--- config.mk ---
export PLATFORM = sky130hd
export DESIGN_NAME = page_frame_allocator_top
export DESIGN_NICKNAME = d
export VERILOG_FILES = /design/src/rtl/pfa_pkg.sv /design/src/rtl/pfa_div.sv /design/src/rtl/pfa_cell.sv /design/src/rtl/page_frame_allocator_top.sv
export SDC_FILE = /design/constraint.sdc
export NUM_CORES = 1
export LEC_CHECK = 0
export BUFFER_PORTS_ARGS = -buffer_cell sky130_fd_sc_hd__buf_2
export CORE_MARGIN = 4
export CORE_UTILIZATION = 45
export CTS_CLUSTER_DIAMETER = 30
export DETAILED_ROUTE_END_ITERATION = 7
export GPL_TIMING_DRIVEN = 0
export PLACE_DENSITY = 0.58
export SKIP_CTS_REPAIR_TIMING = 1
export SLEW_MARGIN = 20
export SYNTH_ARGS = -nofsm -noshare
export SYNTH_HDL_FRONTEND = slang
export SYNTH_HIERARCHICAL = 1
export SYNTH_SLANG_ARGS = --single-unit
--- constraint.sdc ---
create_clock -name clk -period 53.5 [get_ports clk]
set_input_delay 8.025 -clock clk [delete_from_list [all_inputs] [get_ports clk]]
set_output_delay 8.025 -clock clk [all_outputs]
set_load 0.02 [all_outputs]
--- src/rtl/pfa_pkg.sv ---
// ----------------------------------------------------------------------------
// pfa_pkg: shared types and constants of the page frame allocator
// field widths, status and register codes, controller states
// ----------------------------------------------------------------------------
`default_nettype none
package pfa_pkg;

	// parameter defaults
	localparam int MAX_FRAMES_DEF = 64;
	localparam int ID_BITS_DEF    = 16;

	// fixed field widths
	localparam int FUNC_W   = 1;
	localparam int PID_W    = 16;
	localparam int SIZE_W   = 15;
	localparam int PS_W     = 9;
	localparam int STATUS_W = 3;
	localparam int PAGE_W   = 6;
	localparam int COUNT_W  = 7;
	localparam int CFG_IDX_W  = 2;
	localparam int CFG_DATA_W = 15;

	// dividend of a rounded-up division: size plus page minus one
	localparam int DIV_W = 16;
	localparam int DIV_CNT_W = 5;

	// request codes
	localparam logic [FUNC_W-1:0] FUNC_CREATE  = 1'b0;
	localparam logic [FUNC_W-1:0] FUNC_DESTROY = 1'b1;

	// status codes
	localparam logic [STATUS_W-1:0] ST_OK        = 3'd0;
	localparam logic [STATUS_W-1:0] ST_TOO_LARGE = 3'd1;
	localparam logic [STATUS_W-1:0] ST_NO_FRAMES = 3'd2;
	localparam logic [STATUS_W-1:0] ST_NO_SLOT   = 3'd3;
	localparam logic [STATUS_W-1:0] ST_NOT_FOUND = 3'd4;

	// register indexes
	localparam logic [CFG_IDX_W-1:0] CFG_PAGE_SIZE   = 2'd0;
	localparam logic [CFG_IDX_W-1:0] CFG_MEMORY_SIZE = 2'd1;
	localparam logic [CFG_IDX_W-1:0] CFG_MAX_PROC    = 2'd2;

	// register reset values
	localparam logic [PS_W-1:0]   PAGE_SIZE_RST = 9'd64;
	localparam logic [SIZE_W-1:0] MEM_SIZE_RST  = 15'd4096;
	localparam logic [SIZE_W-1:0] MAX_PROC_RST  = 15'd1024;

	typedef enum logic [2:0] {
		S_IDLE,
		S_DIV_NF,
		S_DIV_PG,
		S_SCAN,
		S_DECIDE,
		S_APPLY
	} pfa_state_t;

endpackage
`default_nettype wire

--- src/rtl/pfa_div.sv ---
// ----------------------------------------------------------------------------
// pfa_div: iterative unsigned divider
// restoring division, one quotient bit per cycle
// ----------------------------------------------------------------------------
`default_nettype none
module pfa_div (
	input  wire logic                       clk,
	input  wire logic                       arst_n,
	input  wire logic                       start,
	input  wire logic [pfa_pkg::DIV_W-1:0]  dividend,
	input  wire logic [pfa_pkg::PS_W-1:0]   divisor,
	output logic                            done,
	output logic [pfa_pkg::DIV_W-1:0]       quotient
);
	import pfa_pkg::*;

	logic [DIV_W-1:0]     quo_q;
	logic [PS_W-1:0]      rem_q;
	logic [PS_W-1:0]      dvs_q;
	logic [DIV_CNT_W-1:0] cnt_q;
	logic                 run_q;
	logic                 done_q;
	logic [PS_W:0]        trial;
	logic                 fits;

	assign trial = {rem_q, quo_q[DIV_W-1]};
	assign fits  = trial >= {1'b0, dvs_q};

	always_ff @(posedge clk or negedge arst_n) begin
		if (!arst_n) begin
			run_q  <= 1'b0;
			done_q <= 1'b0;
			cnt_q  <= '0;
		end else begin
			done_q <= 1'b0;
			if (start) begin
				run_q <= 1'b1;
				cnt_q <= '0;
			end else if (run_q) begin
				cnt_q <= cnt_q + 1'b1;
				if (cnt_q == DIV_CNT_W'(DIV_W - 1)) begin
					run_q  <= 1'b0;
					done_q <= 1'b1;
				end
			end
		end
	end

	always_ff @(posedge clk) begin
		if (start) begin
			quo_q <= dividend;
			rem_q <= '0;
			dvs_q <= divisor;
		end else if (run_q) begin
			rem_q <= fits ? PS_W'(trial - {1'b0, dvs_q}) : PS_W'(trial);
			quo_q <= {quo_q[DIV_W-2:0], fits};
		end
	end

	assign done     = done_q;
	assign quotient = quo_q;

endmodule
`default_nettype wire

--- src/rtl/pfa_cell.sv ---
// ----------------------------------------------------------------------------
// pfa_cell: one entry of the frame and slot ring
// holds frame used/owner and slot valid/id, takes its neighbor's on shift
// ----------------------------------------------------------------------------
`default_nettype none
module pfa_cell #(
	parameter int OWN_W = 6,
	parameter int ID_W  = 16
) (
	input  wire logic             clk,
	input  wire logic             arst_n,
	input  wire logic             shift,
	input  wire logic             d_used,
	input  wire logic [OWN_W-1:0] d_owner,
	input  wire logic             d_valid,
	input  wire logic [ID_W-1:0]  d_pid,
	output logic                  q_used,
	output logic [OWN_W-1:0]      q_owner,
	output logic                  q_valid,
	output logic [ID_W-1:0]       q_pid
);
	logic             used_q;
	logic             valid_q;
	logic [OWN_W-1:0] owner_q;
	logic [ID_W-1:0]  pid_q;

	always_ff @(posedge clk or negedge arst_n) begin
		if (!arst_n) begin
			used_q  <= 1'b0;
			valid_q <= 1'b0;
		end else if (shift) begin
			used_q  <= d_used;
			valid_q <= d_valid;
		end
	end

	// payload, meaningful only under its flag
	always_ff @(posedge clk) begin
		if (shift) begin
			owner_q <= d_owner;
			pid_q   <= d_pid;
		end
	end

	assign q_used  = used_q;
	assign q_owner = owner_q;
	assign q_valid = valid_q;
	assign q_pid   = pid_q;

endmodule
`default_nettype wire

--- src/rtl/page_frame_allocator_top.sv ---
// ----------------------------------------------------------------------------
// page_frame_allocator_top: paged memory frame allocator
// creates and destroys processes over a rotating ring of frame/slot cells
// ----------------------------------------------------------------------------
//  channel  | signals                                   | handshake
//  ---------+-------------------------------------------+----------------------
//  request  | func, process_id, process_size            | start & !busy
//  result   | status, page_number, frame_number,        | strobe, one cycle
//           | page_count, last                          |
//  config   | cfg_index, cfg_data                       | cfg_valid & cfg_ready
//
//  busy covers a frame-count divider run, a page-count divider run for a create,
//  a scan turn of the ring, a decide state and, for a create that is carried
//  out or a destroy that finds its id, an apply turn of the ring
//  results of a create that takes frames come one per taken frame during the second ring turn
//  reset clears all valid/used flags at once; the receiver cannot stall
`default_nettype none
module page_frame_allocator_top #(
	parameter int MAX_FRAMES = pfa_pkg::MAX_FRAMES_DEF,
	parameter int ID_BITS    = pfa_pkg::ID_BITS_DEF
) (
	input  wire logic                            clk,
	input  wire logic                            arst_n,
	// request beat
	input  wire logic                            start,
	output logic                                 busy,
	input  wire logic [pfa_pkg::FUNC_W-1:0]      func,
	input  wire logic [pfa_pkg::PID_W-1:0]       process_id,
	input  wire logic [pfa_pkg::SIZE_W-1:0]      process_size,
	// result beat
	output logic                                 strobe,
	output logic [pfa_pkg::STATUS_W-1:0]         status,
	output logic [pfa_pkg::PAGE_W-1:0]           page_number,
	output logic [pfa_pkg::PAGE_W-1:0]           frame_number,
	output logic [pfa_pkg::COUNT_W-1:0]          page_count,
	output logic                                 last,
	// config beat
	input  wire logic                            cfg_valid,
	output logic                                 cfg_ready,
	input  wire logic [pfa_pkg::CFG_IDX_W-1:0]   cfg_index,
	input  wire logic [pfa_pkg::CFG_DATA_W-1:0]  cfg_data
);
	import pfa_pkg::*;

	localparam int IDX_W = $clog2(MAX_FRAMES);
	localparam int CNT_W = $clog2(MAX_FRAMES + 1);

	// configuration registers
	logic [PS_W-1:0]   page_size_q;
	logic [SIZE_W-1:0] memory_size_q;
	logic [SIZE_W-1:0] max_proc_q;

	// request registers
	logic [FUNC_W-1:0]  func_q;
	logic [ID_BITS-1:0] pid_q;
	logic [SIZE_W-1:0]  size_q;

	// controller
	pfa_state_t state_q, state_d;
	logic [IDX_W-1:0] cnt_q;
	logic [CNT_W-1:0] nf_q;
	logic [DIV_W-1:0] pages_q;
	logic [CNT_W-1:0] nfree_q;
	logic [CNT_W-1:0] k_q;
	logic [CNT_W-1:0] freed_q;
	logic [IDX_W-1:0] fslot_q;
	logic [IDX_W-1:0] mslot_q;
	logic             ffound_q;
	logic             mfound_q;

	// result registers
	logic                strobe_q;
	logic [STATUS_W-1:0] status_q;
	logic [PAGE_W-1:0]   page_q;
	logic [PAGE_W-1:0]   frame_q;
	logic [COUNT_W-1:0]  count_q;
	logic                last_q;

	// ring
	logic             c_used  [MAX_FRAMES];
	logic             c_valid [MAX_FRAMES];
	logic [IDX_W-1:0] c_owner [MAX_FRAMES];
	logic [ID_BITS-1:0] c_pid [MAX_FRAMES];
	logic             m_used;
	logic             m_valid;
	logic [IDX_W-1:0] m_owner;
	logic [ID_BITS-1:0] m_pid;
	logic             shift;

	// divider
	logic             div_start;
	logic [DIV_W-1:0] div_dividend;
	logic [PS_W-1:0]  eff_page;
	logic             div_done;
	logic [DIV_W-1:0] div_quo;

	// head cell decode
	logic             accept;
	logic             last_idx;
	logic             in_range;
	logic             take;
	logic             own_hit;
	logic             scan_init;
	logic             emit;
	logic [STATUS_W-1:0] e_status;
	logic [PAGE_W-1:0]   e_page;
	logic [PAGE_W-1:0]   e_frame;
	logic [COUNT_W-1:0]  e_count;
	logic                e_last;

	assign accept    = start && !busy;
	assign busy      = state_q != S_IDLE;
	assign cfg_ready = 1'b1;
	assign eff_page  = (page_size_q == '0) ? PS_W'(1) : page_size_q;
	assign last_idx  = cnt_q == IDX_W'(MAX_FRAMES - 1);
	assign in_range  = CNT_W'(cnt_q) < nf_q;

	// config writes
	always_ff @(posedge clk or negedge arst_n) begin
		if (!arst_n) begin
			page_size_q   <= PAGE_SIZE_RST;
			memory_size_q <= MEM_SIZE_RST;
			max_proc_q    <= MAX_PROC_RST;
		end else if (cfg_valid && cfg_ready) begin
			case (cfg_index)
				CFG_PAGE_SIZE:   page_size_q   <= PS_W'(cfg_data);
				CFG_MEMORY_SIZE: memory_size_q <= SIZE_W'(cfg_data);
				CFG_MAX_PROC:    max_proc_q    <= SIZE_W'(cfg_data);
				default: ;
			endcase
		end
	end

	// frame count first, then page count for a create, both rounded up
	assign div_dividend = (state_q == S_IDLE)
		? DIV_W'(memory_size_q) + DIV_W'(eff_page) - DIV_W'(1)
		: DIV_W'(size_q) + DIV_W'(eff_page) - DIV_W'(1);

	pfa_div u_div (
		.clk      (clk),
		.arst_n   (arst_n),
		.start    (div_start),
		.dividend (div_dividend),
		.divisor  (eff_page),
		.done     (div_done),
		.quotient (div_quo)
	);

	// ring of cells, cell 0 is the head, the modified head wraps to the tail
	for (genvar g = 0; g < MAX_FRAMES; g++) begin : g_cell
		logic             nu;
		logic             nv;
		logic [IDX_W-1:0] no;
		logic [ID_BITS-1:0] np;
		if (g == MAX_FRAMES - 1) begin : g_tail
			assign nu = m_used;
			assign nv = m_valid;
			assign no = m_owner;
			assign np = m_pid;
		end else begin : g_mid
			assign nu = c_used[g+1];
			assign nv = c_valid[g+1];
			assign no = c_owner[g+1];
			assign np = c_pid[g+1];
		end
		pfa_cell #(
			.OWN_W (IDX_W),
			.ID_W  (ID_BITS)
		) u_cell (
			.clk     (clk),
			.arst_n  (arst_n),
			.shift   (shift),
			.d_used  (nu),
			.d_owner (no),
			.d_valid (nv),
			.d_pid   (np),
			.q_used  (c_used[g]),
			.q_owner (c_owner[g]),
			.q_valid (c_valid[g]),
			.q_pid   (c_pid[g])
		);
	end

	// next state
	always_comb begin
		state_d = state_q;
		case (state_q)
			S_IDLE:   if (accept) state_d = S_DIV_NF;
			S_DIV_NF: if (div_done) state_d = (func_q == FUNC_DESTROY) ? S_SCAN : S_DIV_PG;
			S_DIV_PG: if (div_done) state_d = S_SCAN;
			S_SCAN:   if (last_idx) state_d = S_DECIDE;
			S_DECIDE: begin
				if (func_q == FUNC_DESTROY) begin
					state_d = mfound_q ? S_APPLY : S_IDLE;
				end else if (size_q > max_proc_q || DIV_W'(nfree_q) < pages_q || !ffound_q) begin
					state_d = S_IDLE;
				end else begin
					state_d = S_APPLY;
				end
			end
			S_APPLY:  if (last_idx) state_d = S_IDLE;
			default:  state_d = S_IDLE;
		endcase
	end

	// outputs: divider starts, head modification, result beats
	always_comb begin
		div_start = 1'b0;
		shift     = 1'b0;
		scan_init = 1'b0;
		m_used    = c_used[0];
		m_valid   = c_valid[0];
		m_owner   = c_owner[0];
		m_pid     = c_pid[0];
		take      = 1'b0;
		own_hit   = c_used[0] && c_owner[0] == mslot_q;
		emit      = 1'b0;
		e_status  = ST_OK;
		e_page    = '0;
		e_frame   = '0;
		e_count   = '0;
		e_last    = 1'b1;
		case (state_q)
			S_IDLE: div_start = accept;
			S_DIV_NF: begin
				div_start = div_done && func_q == FUNC_CREATE;
				scan_init = div_done && func_q == FUNC_DESTROY;
			end
			S_DIV_PG: scan_init = div_done;
			S_SCAN: shift = 1'b1;
			S_DECIDE: begin
				if (func_q == FUNC_DESTROY) begin
					emit     = !mfound_q;
					e_status = ST_NOT_FOUND;
				end else if (size_q > max_proc_q) begin
					emit     = 1'b1;
					e_status = ST_TOO_LARGE;
				end else if (DIV_W'(nfree_q) < pages_q) begin
					emit     = 1'b1;
					e_status = ST_NO_FRAMES;
				end else if (!ffound_q) begin
					emit     = 1'b1;
					e_status = ST_NO_SLOT;
				end else begin
					// zero-page create: answered now, slot is taken in the turn
					emit = pages_q == '0;
				end
			end
			S_APPLY: begin
				shift = 1'b1;
				if (func_q == FUNC_DESTROY) begin
					if (own_hit) m_used = 1'b0;
					if (cnt_q == mslot_q) m_valid = 1'b0;
					emit    = last_idx;
					e_count = COUNT_W'(freed_q + CNT_W'(own_hit));
				end else begin
					take = in_range && !c_used[0] && DIV_W'(k_q) < pages_q;
					if (cnt_q == fslot_q) begin
						m_valid = 1'b1;
						m_pid   = pid_q;
					end
					if (take) begin
						m_used  = 1'b1;
						m_owner = fslot_q;
					end
					emit    = take;
					e_page  = PAGE_W'(k_q);
					e_frame = PAGE_W'(cnt_q);
					e_count = COUNT_W'(pages_q);
					e_last  = DIV_W'(k_q) + DIV_W'(1) == pages_q;
				end
			end
			default: ;
		endcase
	end

	always_ff @(posedge clk or negedge arst_n) begin
		if (!arst_n) begin
			state_q  <= S_IDLE;
			strobe_q <= 1'b0;
		end else begin
			state_q  <= state_d;
			strobe_q <= emit;
		end
	end

	// request, counters and result payload
	always_ff @(posedge clk) begin
		if (accept) begin
			func_q <= func;
			pid_q  <= ID_BITS'(process_id);
			size_q <= process_size;
		end
		if (state_q == S_DIV_NF && div_done) begin
			nf_q <= (div_quo > DIV_W'(MAX_FRAMES)) ? CNT_W'(MAX_FRAMES) : CNT_W'(div_quo);
		end
		if (state_q == S_DIV_PG && div_done) pages_q <= div_quo;
		if (scan_init) begin
			cnt_q    <= '0;
			nfree_q  <= '0;
			ffound_q <= 1'b0;
			mfound_q <= 1'b0;
			fslot_q  <= '0;
			mslot_q  <= '0;
		end
		if (state_q == S_SCAN) begin
			cnt_q <= cnt_q + 1'b1;
			if (in_range && !c_used[0]) nfree_q <= nfree_q + 1'b1;
			if (!ffound_q && in_range && !c_valid[0]) begin
				ffound_q <= 1'b1;
				fslot_q  <= cnt_q;
			end
			if (!mfound_q && c_valid[0] && c_pid[0] == pid_q) begin
				mfound_q <= 1'b1;
				mslot_q  <= cnt_q;
			end
		end
		if (state_q == S_DECIDE) begin
			cnt_q   <= '0;
			k_q     <= '0;
			freed_q <= '0;
		end
		if (state_q == S_APPLY) begin
			cnt_q <= cnt_q + 1'b1;
			if (take) k_q <= k_q + 1'b1;
			if (func_q == FUNC_DESTROY && own_hit) freed_q <= freed_q + 1'b1;
		end
		if (emit) begin
			status_q <= e_status;
			page_q   <= e_page;
			frame_q  <= e_frame;
			count_q  <= e_count;
			last_q   <= e_last;
		end
	end

	assign strobe       = strobe_q;
	assign status       = status_q;
	assign page_number  = page_q;
	assign frame_number = frame_q;
	assign page_count   = count_q;
	assign last         = last_q;

`ifndef SYNTH
	// a result beat only follows work on a request
	a_strobe_busy: assert property (@(posedge clk) disable iff (!arst_n)
		strobe |-> $past(state_q != S_IDLE))
		else $error("result beat without a request in flight");

	// allocation never hands out more pages than requested
	a_k_bound: assert property (@(posedge clk) disable iff (!arst_n)
		(state_q == S_APPLY && func_q == FUNC_CREATE) |-> DIV_W'(k_q) <= pages_q)
		else $error("more pages allocated than requested");

	// a create turn ends with exactly the requested pages taken
	a_k_final: assert property (@(posedge clk) disable iff (!arst_n)
		(state_q == S_APPLY && func_q == FUNC_CREATE && last_idx)
		|=> DIV_W'(k_q) == pages_q)
		else $error("create turn ended short of its page count");

	// a ring turn always starts at the head
	a_turn_start: assert property (@(posedge clk) disable iff (!arst_n)
		($past(state_q) == S_DECIDE && state_q == S_APPLY) |-> cnt_q == '0)
		else $error("ring turn not aligned to head");
`endif

endmodule
`default_nettype wire

==> summary.md <==
| Metric | Value |
|---|---|
| Worst rel slew slack | `32.7%` |
| Horiz. Die Dim | `370 um` |
| Die area | `0.137 mm2` |
| Overflow left after global routing | `0` |
| Core Rows | `132` |
| Placeable core region | `0.130 mm2` |
| Wire length per cell after detailed routing | `17.3 um` |
| Sum of buffers and inverters on the critical path | `4` |
| Ratio of total power to cell area | `56.0 mW/mm2` |
| CP required | `45.47 ns` |
| Clock buffers created by TritonCTS | `323` |
| Mapped cell area | `0.0589 mm2` |
| Synthesized instance count | `2,822` |
| Worst-skew pair later-pin latency | `0.87 ns` |
| Number of endpoints with negative hold slack in the final report | `0` |
| Combinational share of power | `7.5%` |
| Top cell family by delay on the critical path | `buffers and inverters` |
| Sequential area share after synthesis | `86.4%` |
| Maximum count of clock buffers along a single path | `4` |
| Layout Nets | `3,392` |
| Share of layout cells above drive strength 1 | `24.2%` |
| Leakage power figure | `24.5 nW` |
| Max IR drop VDD | `38.1 uV` |
| Part of the total power dissipated in sequential elements | `44.3%` |
| Clock tree from TritonCTS | `built` |
| Max Slew Vio Count | `0` |
| Count of routing violations after the opening detailed-route iteration | `2,029` |
| Setup repair after global routing missed its margin | `no` |
| Setup clock skew after layout | `0.0789 ns` |
| Starting utilization of the core area | `45.4%` |
| Transition time of the tightest slew-check pin | `1.00 ns` |
| Wire length of the first global-routing pass | `147 mm` |
| Clock power share | `48.2%` |
| Total number of clock tree sinks | `1,739` |
| Yosys cell types | `75` |
| Die height | `370 um` |
| Via count | `25,460` |
| Count of flip-flops with a built-in enable after synthesis | `1,517` |
| Largest net degree at the start of global routing | `129` |
| Synth Net Count | `2,974` |
| All-layer global routing usage | `13.5%` |
| Category of the worst setup path capture point | `output pin` |
| Fraction of registers with async set/reset | `10.2%` |
| Flip-flop and latch count after synthesis | `1,739` |
| Data arrival time of the critical path | `3.07 ns` |
| Worst Hold Margin | `0.367 ns` |
| Relative area change from synthesis to final layout | `23.2%` |
| Top area cells in the synthesized netlist | `edfxtp_1, dfrtp_1, mux2_2, ha_1, dfxtp_1` |
| Maximum net fanout on the critical path | `10` |
| Max Clock Freq | `90.1 MHz` |
| Clock Pin Slew Worst Setup and Hold Paths | `0.05 ns` |
| Setup-failing EPs final | `0` |
| Share of the synthesized area in the top cell type | `77.4%` |
| Avg Synthesized Cell Area | `20.9 um2` |
| Type of the most critical hold path | `flop to flop` |
| Number of global-route vias before repair | `26,542` |
| Worst Setup Start Kind | `flop` |
| Iteration count of the initial detailed-routing pass | `5` |
| Antenna violations before repair | `4` |
| Internal Dissipation | `3.15 mW` |
| Total of buffers placed on input and output ports | `77` |
| Final setup TNS | `0 ns` |
| Highest-delay cell along the critical path | `nor3_2` |
| Largest stage delay on the critical path | `0.77 ns` |
| Number of top-level pins | `79` |
| Vias per Instance | `4.87` |
| Max-cap violations | `0` |
| Final critical delay including setup and external delays | `11.09 ns` |
| Ratio of final minimum period to clock period | `20.7%` |
| Antenna-violating nets left | `0` |
| Main flop type after synthesis | `edfxtp_1` |
| Placer congestion estimate | `0.819` |
| Switching Share | `22.6%` |
| DRC violation count after routing | `0` |
| Net switching component of the power | `0.919 mW` |
| Status | `finished, final reports clean` |
| Most used cell along the critical path | `clkbuf_1` |
| Post-detail-place hpwl | `48.7 mm` |
| Cell accounting for the most synthesized area | `edfxtp_1` |
| Buffer cell driving the clock tree root | `clkbuf_16` |
| CTS H-Tree Depth | `5` |
| Yosys warns | `6` |
| Critical path class | `flop to output pin` |
| Critical Path, Cell by Cell | `clkbuf_1, nor3_2, inv_1, clkbuf_1, buf_2` |
| Wirelength, routed | `90.3 mm` |
stage by stage:
step	cells	instance area (um2)	utilization [%]	power (mW)	setup WS [ns]
after detailed placement	4657	61900	47.7	2.13	42.88
after CTS	5223	72600	55.9	4.12	42.38
after floorplan	2822	58900	-	2.20	19.10
after global routing	5223	72600	55.9	4.25	42.25
after global placement	4641	61400	47.3	2.34	11.20
final	5224	72600	55.9	4.07	42.41
flip-flops by register name, summed over array words and instances, names as in the netlist, 9 cells and up:
name                   cells
g_cell.u_cell/q_owner    384
g_cell.u_cell/q_used      64
max_proc_q                15
u_div/quotient            16
size_q                    15
g_cell.u_cell/q_valid     64
g_cell.u_cell/q_pid     1024
u_div/dvs_q                9
u_div/rem_q                9
page_size_q                9
pid_q                     16
memory_size_q             15
pages_q                   16
worst paths after layout:
check                                         endpoint  slack, ns                          from  cells after the start
setup / recovery                                  busy      42.41                    state_q[1]                      5
hold / removal             g_cell[9].u_cell/q_owner[5]       0.37  g_cell[10].u_cell/q_owner[5]                      0
setup reg to reg            g_cell[37].u_cell/q_pid[4]      47.92                    state_q[1]                     11
hold reg to reg            g_cell[9].u_cell/q_owner[5]       0.37  g_cell[10].u_cell/q_owner[5]                      0
max in group asynchronous     g_cell[61].u_cell/q_used      45.38                        arst_n                      2
min in group asynchronous             memory_size_q[0]       7.19                        arst_n                      1
cells in the final DEF (no fill, tap or decap), drive strengths merged, types with 44 or more instances in the layout:
| cell type | netlist | layout |
|---|---|---|
| edfxtp | 1517 | 1517 |
| clkbuf | 32 | 394 |
| mux2 | 198 | 198 |
| dfrtp | 175 | 175 |
| inv | 135 | 168 |
| buf | 11 | 104 |
| clkinv | 0 | 101 |
| ha | 96 | 96 |
| nand2 | 95 | 95 |
| o21ai | 69 | 69 |
| nor2 | 58 | 58 |
| xnor2 | 46 | 46 |
| dfxtp | 44 | 44 |
cell type report:
type,count,area (um2)
clock buffers,362,8390
multi-input cells,905,7310
flip-flops and latches,1739,50900
inverters,135,514
well taps,1742,2180
clock inverters,204,2260
fillers,9784,57200
repair buffers,93,828
diodes,1,2.50
plain buffers,43,193
cells in the mapped netlist (9+ instances only):
library cell and n:
nor2_1 58, nor2b_1 10, mux2_4 9, a21oi_1 39
o21ai_0 64, dfxtp_1 44, nor4_1 13, edfxtp_1 1517
xor2_1 32, mux2_2 189, mux2i_1 18, nand4_1 15
ha_1 96, dfrtp_1 175, nand2b_1 17, xnor2_1 46
inv_1 135, nand3_1 28, and2_1 16, nand2_1 94
clkbuf_1 31, a21o_1 26, a211oi_1 14, nor3_1 12
logic make-up (layout without fill, tap and decap cells):
| family | count (synthesis) | count (layout) | synth area share (%) |
|---|---|---|---|
| flops | 1739 | 1739 | 86.4 |
| simple gates | 297 | 297 | 2.53 |
| buf+inv | 178 | 837 | 1.19 |
| compound gates | 214 | 214 | 2.40 |
| fa+ha+maj | 99 | 99 | 2.14 |
| mux | 216 | 216 | 4.15 |
| xor+xnor | 78 | 78 | 1.16 |
| other cells | 1 | 2 | 0.00637 |
metal layers:
layer  vias up  part of all wire, %  track usage (%)
li1      11780                    -                -
met1     12809                   50             21.0
met2       590                   41             17.7
met3       277                  4.7             3.45
met4         4                  3.6             6.39
met5         -                0.032                0
power by group through the flow:
stage	clock network (mW)	logic (mW)	registers [mW]
after floorplan	0	0.237	1.96
after global placement	0	0.307	2.03
after detailed placement	0	0.308	1.82
after CTS	2.01	0.308	1.81
after global routing	2.08	0.344	1.82
final	1.96	0.306	1.80
Note: power is estimated with default switching activity, not from simulation.
